**src/design/sks_pkg.sv**
```systemverilog
// shared types, codes and kernel tables for the saturating kernel splatter
package sks_pkg;

  // configuration register indexes
  localparam logic [1:0] CFG_PICTURE_WIDTH = 2'd0;
  localparam logic [1:0] CFG_PICTURE_ROWS  = 2'd1;
  localparam logic [1:0] CFG_LARGE_KERNEL  = 2'd2;

  localparam int unsigned CFG_DATA_W = 10;

  localparam logic [9:0] RST_PICTURE_WIDTH = 10'd78;
  localparam logic [8:0] RST_PICTURE_ROWS  = 9'd78;
  localparam logic       RST_LARGE_KERNEL  = 1'b0;

  localparam logic [7:0] LEVEL_MAX = 8'd255;

  localparam logic [2:0] KMAX_SMALL = 3'd2;
  localparam logic [2:0] KMAX_LARGE = 3'd6;
  localparam logic [3:0] RADIUS_SMALL = 4'd1;
  localparam logic [3:0] RADIUS_LARGE = 4'd3;

  localparam logic [3:0] KERN3 [0:2][0:2] = '{
    '{4'd2, 4'd3,  4'd2},
    '{4'd3, 4'd12, 4'd3},
    '{4'd2, 4'd3,  4'd2}
  };

  localparam logic [3:0] KERN7 [0:6][0:6] = '{
    '{4'd0, 4'd1, 4'd1, 4'd2,  4'd1, 4'd1, 4'd0},
    '{4'd1, 4'd1, 4'd2, 4'd3,  4'd2, 4'd1, 4'd1},
    '{4'd1, 4'd2, 4'd4, 4'd6,  4'd4, 4'd2, 4'd1},
    '{4'd2, 4'd3, 4'd6, 4'd12, 4'd6, 4'd3, 4'd2},
    '{4'd1, 4'd2, 4'd4, 4'd6,  4'd4, 4'd2, 4'd1},
    '{4'd1, 4'd1, 4'd2, 4'd3,  4'd2, 4'd1, 4'd1},
    '{4'd0, 4'd1, 4'd1, 4'd2,  4'd1, 4'd1, 4'd0}
  };

  typedef struct packed {
    logic [9:0] picture_width;
    logic [8:0] picture_rows;
    logic       large_kernel;
  } sks_cfg_t;

  typedef struct packed {
    logic clear;   // write zero at the sweep address
    logic load;    // capture the centre, rewind the kernel walk
    logic step;    // visit one kernel position
    logic finish;  // hand out the held word as the last one
  } sks_cmd_t;

  typedef struct packed {
    logic clear_done;
    logic scan_last;
  } sks_sts_t;

  typedef enum logic [2:0] {
    ST_CLEAR,
    ST_IDLE,
    ST_SCAN,
    ST_FLUSH,
    ST_FINISH
  } sks_state_t;

  function automatic logic [3:0] kern_weight(input logic sel_large, input logic [2:0] ky,
                                             input logic [2:0] kx);
    logic [3:0] w;
    w = 4'd0;
    if (sel_large) begin
      if (ky < 3'd7 && kx < 3'd7) begin
        w = KERN7[ky][kx];
      end
    end else if (ky < 3'd3 && kx < 3'd3) begin
      w = KERN3[ky[1:0]][kx[1:0]];
    end
    return w;
  endfunction

endpackage

```
**src/design/sks_ctrl.sv**
```systemverilog
// controller state machine: clear sweep, idle, kernel scan and wrap-up
module sks_ctrl (
  input  logic              clk,
  input  logic              rst_n,
  input  logic              start,
  input  sks_pkg::sks_sts_t sts,
  output sks_pkg::sks_cmd_t cmd,
  output logic              busy
);

  sks_pkg::sks_state_t state_r, state_nxt;

  always_ff @(posedge clk) begin
    if (!rst_n) begin
      state_r <= sks_pkg::ST_CLEAR;
    end else begin
      state_r <= state_nxt;
    end
  end

  always_comb begin
    state_nxt = state_r;
    unique case (state_r)
      sks_pkg::ST_CLEAR: begin
        if (sts.clear_done) state_nxt = sks_pkg::ST_IDLE;
      end
      sks_pkg::ST_IDLE: begin
        if (start) state_nxt = sks_pkg::ST_SCAN;
      end
      sks_pkg::ST_SCAN: begin
        if (sts.scan_last) state_nxt = sks_pkg::ST_FLUSH;
      end
      sks_pkg::ST_FLUSH:  state_nxt = sks_pkg::ST_FINISH;
      sks_pkg::ST_FINISH: state_nxt = sks_pkg::ST_IDLE;
      default:            state_nxt = sks_pkg::ST_CLEAR;
    endcase
  end

  always_comb begin
    cmd  = '0;
    busy = 1'b1;
    unique case (state_r)
      sks_pkg::ST_CLEAR: cmd.clear = 1'b1;
      sks_pkg::ST_IDLE: begin
        busy     = 1'b0;
        cmd.load = start;
      end
      sks_pkg::ST_SCAN:   cmd.step = 1'b1;
      sks_pkg::ST_FLUSH:  cmd = '0;
      sks_pkg::ST_FINISH: cmd.finish = 1'b1;
      default:            cmd = '0;
    endcase
  end

endmodule

```
**config.mk**
```make
export PLATFORM = sky130hd
export DESIGN_NAME = sks_ctrl
export DESIGN_NICKNAME = d
export VERILOG_FILES = /design/src/design/sks_pkg.sv /design/src/design/sks_ctrl.sv
export SDC_FILE = /design/constraint.sdc
export NUM_CORES = 1
export LEC_CHECK = 0
export BUFFER_PORTS_ARGS = -buffer_cell sky130_fd_sc_hd__clkbuf_2
export CAP_MARGIN = 20
export CORE_AREA = 2 2 39 41
export CTS_CLUSTER_SIZE = 10
export DETAILED_ROUTE_END_ITERATION = 8
export DIE_AREA = 0 0 41 43
export MAX_ROUTING_LAYER = met4
export PLACE_DENSITY_LB_ADDON = 0.15
export SETUP_SLACK_MARGIN = 0.1
export SYNTH_ARGS = -nofsm -noshare
export SYNTH_HDL_FRONTEND = slang
export SYNTH_SLANG_ARGS = --single-unit
export TNS_END_PERCENT = 100
```
**constraint.sdc**
```tcl
create_clock -name clk -period 1.35 [get_ports clk]
set_input_delay 0.135 -clock clk [delete_from_list [all_inputs] [get_ports clk]]
set_output_delay 0.135 -clock clk [all_outputs]
set_load 0.01 [all_outputs]
```
==> flow_metrics.tcl, run 1 <==
set metrics [dict create \
    status "completed" \
    setup.worst_path.class "register to output pin" \
    drive_gt1_frac 0.684 \
    holdBufCountCts 0 \
    grt-ovfl-total 0 \
    syn_area_per_cell_um2 10.7 \
    first_pass_iters 4 \
    final_area_um2 345 \
    setup_viol 0 \
    min_path_type "primary input to register" \
    grt.busiest_layer "met4" \
    ys_warn_count 0 \
    use_met3 0.0314 \
    reg_top3 "state_r (3)" \
    clock_latency_ns 0.24 \
    design.core.area_mm2 0.00138 \
    reg2reg_to "state_r[0]" \
    synthToLayoutAreaGrowth_pct 54.2 \
    num-nets-final 44 \
    slew_headroom 0.844 \
    setup_slack_ns 0.123 \
    rr_worst_depth 4 \
    critPathArrivalTime_ns 1.09 \
    rows 14 \
    finalHoldViolCount 0 \
    cp_cell_sequence "or3b_1 -> buf_2" \
    syn_area_um2 224 \
    grt_pass1_wl_um 710 \
    leakagePower_nw 0.162 \
    postRouteAntennaNets 0 \
    clockBufferDepth 2 \
    slowest_stage "or3b_1" \
    die_area_mm2 0.00176 \
    fmax_mhz 815 \
    place_ws_ns 0.224 \
    critPathLaunchType "register" \
    fin_skew_ns 0.00158 \
    drt-total-wl_um 504 \
    synth.distinct_cells 14 \
    cp_max_fo 6 \
    io_pins 10 \
    required_ns 1.22 \
    seq_area_frac_synth 0.268 \
    grt_pass1_vias 184 \
    largest_reg_flops 3 \
    worstHoldEndpoint "state_r[0]" \
    worstReg2RegStart "state_r[2]" \
    antenna_found_initial 0 \
    tns_ns 0 \
    dpl_cell_area_um2 255 \
    vias 223 \
    cts.sinks 3 \
    power.density_mw_per_mm2 964 \
    dieHeight_um 43 \
    end_kind "output pin" \
    diodes 0 \
    gp_congestion 0.580 \
    drv_cap 0 \
    synth_seq_cells 3 \
    min_path_cells 2 \
    dieWidth_um 41 \
    synthCells 21 \
    cts_tree "built" \
    ff2ff_setup_slack_ns 0.23 \
    use_met1 0.0540 \
    dpl.hpwl_um 334 \
    worst_pin_slew_ns 0.233 \
    cpPeakStageDelay_ns 0.36 \
    path_clk_slew_ns 0.04 \
    start_util 0.162 \
    avgViaCountPerCell 4.13 \
    io_buffers 9 \
    hp-start "rst_n" \
    use_met2 0.0938 \
    max_flop_register "state_r" \
    drt_iter0_markers 4 \
    root_buffer "clkbuf_4" \
    wire_per_inst_um 9.33 \
    htreeDepth 1 \
    grt_max_degree 11 \
    rsz0062_at_grt "true" \
    cts_buffers 3 \
    fin_crit_ns 1.23 \
    ir_drop_mv 0.300 \
    finalCritPeriodShare 0.909 \
    track_usage 0.0727 \
    syn-num-nets 26 \
    drc_errors 0 \
    final_max_slew_viol_count 0 \
]
-- worst max path at each step --
stage / startpoint / endpoint / slack [ns] / cells past startpoint
final: state_r[2] / busy / 0.12 / 2
after CTS: state_r[2] / busy / 0.08 / 2
after global placement: state_r[0] / busy / 0.24 / 2
after floorplan: state_r[2] / busy / 0.38 / 2
after global routing: state_r[2] / busy / 0.08 / 2
after detailed placement: state_r[0] / busy / 0.22 / 2
-- cell families (layout without fill, tap and decap cells) --
logic type,Yosys count,in the layout,share of synthesized area
AND/OR/NAND/NOR,13,13,0.497
flip-flops,3,3,0.268
multiplexers,1,1,0.0447
AO/OA/AOI/OAI,1,1,0.0391
buffers and inverters,3,20,0.151
-- final cells by class --
cell class	instances	area, um^2
Tap cell	16	20.0
Clock buffer	4	26.3
Multi-Input combinational cell	15	130
Sequential cell	3	71.3
Timing Repair Buffer	16	97.6
Fill cell	149	1040
-- metal layers --
layer  up-vias  share of wire
met4         0              0
met3         0          0.077
met2        10           0.54
met1       102           0.38
li1        111              -
met5         -              0
-- per-stage QoR --
| stage | instances | hold slack [ns] | utilization | total power [mW] |
|---|---|---|---|---|
| floorplan | 21 | 0.263 | - | 0.152 |
| global placement | 43 | 0.387 | 0.184 | 0.162 |
| detailed placement | 43 | 0.389 | 0.184 | 0.163 |
| CTS | 47 | 0.128 | 0.208 | 0.331 |
| global route | 54 | 0.133 | 0.250 | 0.356 |
| finish | 54 | 0.134 | 0.250 | 0.333 |
-- Yosys cell counts (all sizes together) --
cell,instances,area [um^2]
and3b,1,8.76
and4b,1,10.0
buf,3,33.8
dfxtp,3,60.1
mux2i,1,10.0
nand2,1,3.75
nor2,1,11.3
nor2b,1,6.26
nor3,3,15.0
nor3b,3,32.5
nor4b,1,15.0
o31a,1,8.76
or3b,1,8.76
-- critical path: cells and delay by family, from the launching register on --
kind,cells,cell delay [ns]
AND/OR/NAND/NOR,1,0.36
flip-flops,1,0.35
buffers and inverters,1,0.14
-- layout by cell type (no fill, tap or decap), drive strengths merged --
master	netlist	routed
nor4b	1	1
nand2	1	1
clkbuf	0	12
nor3	3	3
or3b	1	1
dfxtp	3	3
buf	3	8
o31a	1	1
nor2b	1	1
and3b	1	1
mux2i	1	1
nor2	1	1
nor3b	3	3
and4b	1	1
-- what timing repair did --
action,in CTS,in global routing
gates resized for setup,4,3
pin swaps,0,0
setup endpoints to repair,4,2
endpoints found under the hold margin,0,0
setup buffers,0,7
-- report_power, final --
part           switching, mW  internal, mW  total [mW]  leakage (nW)
registers            0.00803        0.0931       0.101        0.0267
clock network         0.0495         0.111       0.160        0.0150
logic                 0.0314        0.0399      0.0713         0.120
total                 0.0889         0.244       0.333         0.162
Note: power is estimated with default switching activity, not from simulation.
==> inputs of run 2 (changes only) <==
--- a/config.mk
+++ b/config.mk
@@ -12,7 +12,6 @@
 export DETAILED_ROUTE_END_ITERATION = 8
 export DIE_AREA = 0 0 41 43
 export MAX_ROUTING_LAYER = met4
-export PLACE_DENSITY_LB_ADDON = 0.15
 export SETUP_SLACK_MARGIN = 0.1
 export SYNTH_ARGS = -nofsm -noshare
 export SYNTH_HDL_FRONTEND = slang
==> run 2 against run 1 <==
Effect of this change: global-route usage fell by 0.49 points; first-iteration DRC count fell by 100%; final area did not move; sequential power barely moved; non-clock buffer count did not move; via count fell by 4.5%; count of clock-buffer cells in the layout did not move; flip-flop and latch count did not move; fmax rose by 2.1%; critical path type unchanged; largest cell class unchanged; largest power group unchanged; highest routed layer unchanged.
==> flow_metrics.tcl, run 2 (synthesis gave the netlist of run 1 again) <==
set metrics [dict create \
    status "completed" \
    clock_latency_ns 0.23 \
    drt_iter0_markers 0 \
    synthToLayoutAreaGrowth_pct 54.2 \
    largest_reg_flops 3 \
    setup_viol 0 \
    gp_congestion 0.744 \
    cp_max_fo 9 \
    drt-total-wl_um 514 \
    grt-ovfl-total 0 \
    grt_pass1_wl_um 752 \
    worst_pin_slew_ns 0.166 \
    cts.sinks 3 \
    antenna_found_initial 0 \
    finalCritPeriodShare 0.891 \
    dieHeight_um 43 \
    dieWidth_um 41 \
    io_pins 10 \
    reg_top3 "state_r (3)" \
    critPathArrivalTime_ns 1.07 \
    hp-start "rst_n" \
    worstHoldEndpoint "state_r[0]" \
    clockBufferDepth 2 \
    htreeDepth 1 \
    io_buffers 9 \
    setup.worst_path.class "register to output pin" \
    rows 14 \
    path_clk_slew_ns 0.04 \
    track_usage 0.0678 \
    n_fill_cell 158 \
    first_pass_iters 1 \
    final_max_slew_viol_count 0 \
    cts_buffers 3 \
    cts_tree "built" \
    cpPeakStageDelay_ns 0.36 \
    dpl.hpwl_um 299 \
    final_common_cell "clkbuf_2" \
    cp_cell_sequence "or3b_1 -> buf_2" \
    min_path_cells 2 \
    leakagePower_nw 0.162 \
    finalHoldViolCount 0 \
    die_area_mm2 0.00176 \
    ff2ff_setup_slack_ns 0.19 \
    grt_pass1_vias 190 \
    start_util 0.162 \
    avgViaCountPerCell 3.94 \
    fmax_mhz 832 \
    rr_worst_depth 5 \
    drive_gt1_frac 0.684 \
    design.core.area_mm2 0.00138 \
    crit_buf_inv 1 \
    worstReg2RegStart "state_r[2]" \
    fin_crit_ns 1.20 \
    end_kind "output pin" \
    slew_headroom 0.886 \
    root_buffer "clkbuf_4" \
    ir_drop_mv 0.191 \
    grt_max_degree 11 \
    postRouteAntennaNets 0 \
    diodes 0 \
    vias 213 \
    wire_per_inst_um 9.52 \
    drc_errors 0 \
    max_flop_register "state_r" \
    total_power_mw 0.333 \
    cp_top_family "flip-flops" \
    reg2reg_to "state_r[0]" \
    min_path_type "primary input to register" \
    critPathLaunchType "register" \
    drv_cap 0 \
    rsz0062_at_grt "false" \
    required_ns 1.22 \
    power.density_mw_per_mm2 965 \
    layout_common_cells "8 x clkbuf_2, 7 x buf_4, 3 x nor3_1, 3 x clkbuf_4, 3 x dfxtp_4" \
    num-nets-final 44 \
    tns_ns 0 \
    slowest_stage "dfxtp_4" \
    fin_skew_ns 0.000385 \
]
-- run 2: cell counts in the layout (fill, tap and decap cells not counted) --
Identical to the previous run, type by type.
-- run 2: area by class of cell --
type | count | area (um^2) | area share
well taps | 16 | 20.0 | 0.0580
multi-input cells | 15 | 130 | 0.377
flip-flops and latches | 3 | 71.3 | 0.207
repair buffers | 16 | 97.6 | 0.283
clock buffers | 4 | 26.3 | 0.0761
-- run 2: through the flow --
stage / area, um^2 / std cells / hold WS [ns] / util / setup WS (ns)
2_1_floorplan: 224 / 21 / 0.263 / - / 0.385
3_3_place_gp: 255 / 43 / 0.394 / 0.184 / 0.236
3_5_place_dp: 255 / 43 / 0.389 / 0.184 / 0.224
4_1_cts: 288 / 47 / 0.136 / 0.208 / 0.0895
5_1_grt: 345 / 54 / 0.156 / 0.250 / 0.0970
6_report: 345 / 54 / 0.151 / 0.250 / 0.148
-- run 2: worst register-to-register path, cell delays in order, from the launching register on --
cell and delay (ns):
dfxtp_4 0.33, buf_4 0.15, buf_4 0.15, nor2_4 0.09, nor3_1 0.04, o31a_1 0.29
-- run 2: power by group --
part           leakage [nW]  switching (mW)  internal [mW]
clock                0.0150          0.0455          0.111
sequential           0.0267         0.00839         0.0931
combinational         0.120          0.0326         0.0431
total                 0.162          0.0866          0.247
-- run 2: how the worst max path moves through the flow --
stage / to / startpoint / cells after the start / slack (ns)
floorplan: busy / state_r[2] / 2 / 0.38
global route: busy / state_r[1] / 2 / 0.1
CTS: busy / state_r[2] / 2 / 0.09
detailed placement: busy / state_r[0] / 2 / 0.22
finish: busy / state_r[1] / 2 / 0.15
global placement: busy / state_r[0] / 2 / 0.24
-- run 2: repair_timing --
| item | CTS | global route |
|---|---|---|
| hold buffers | 0 | 0 |
| setup endpoints to repair | 4 | 1 |
| gates cloned | 0 | 0 |
| setup buffers | 0 | 7 |
| resized for setup | 4 | 3 |
-- run 2: layer usage --
metal | GRT usage | share of wire
met1 | 0.0929 | 0.42
met2 | 0.0688 | 0.52
met3 | 0.0314 | 0.054
met4 | 0.0600 | 0
met5 | - | 0
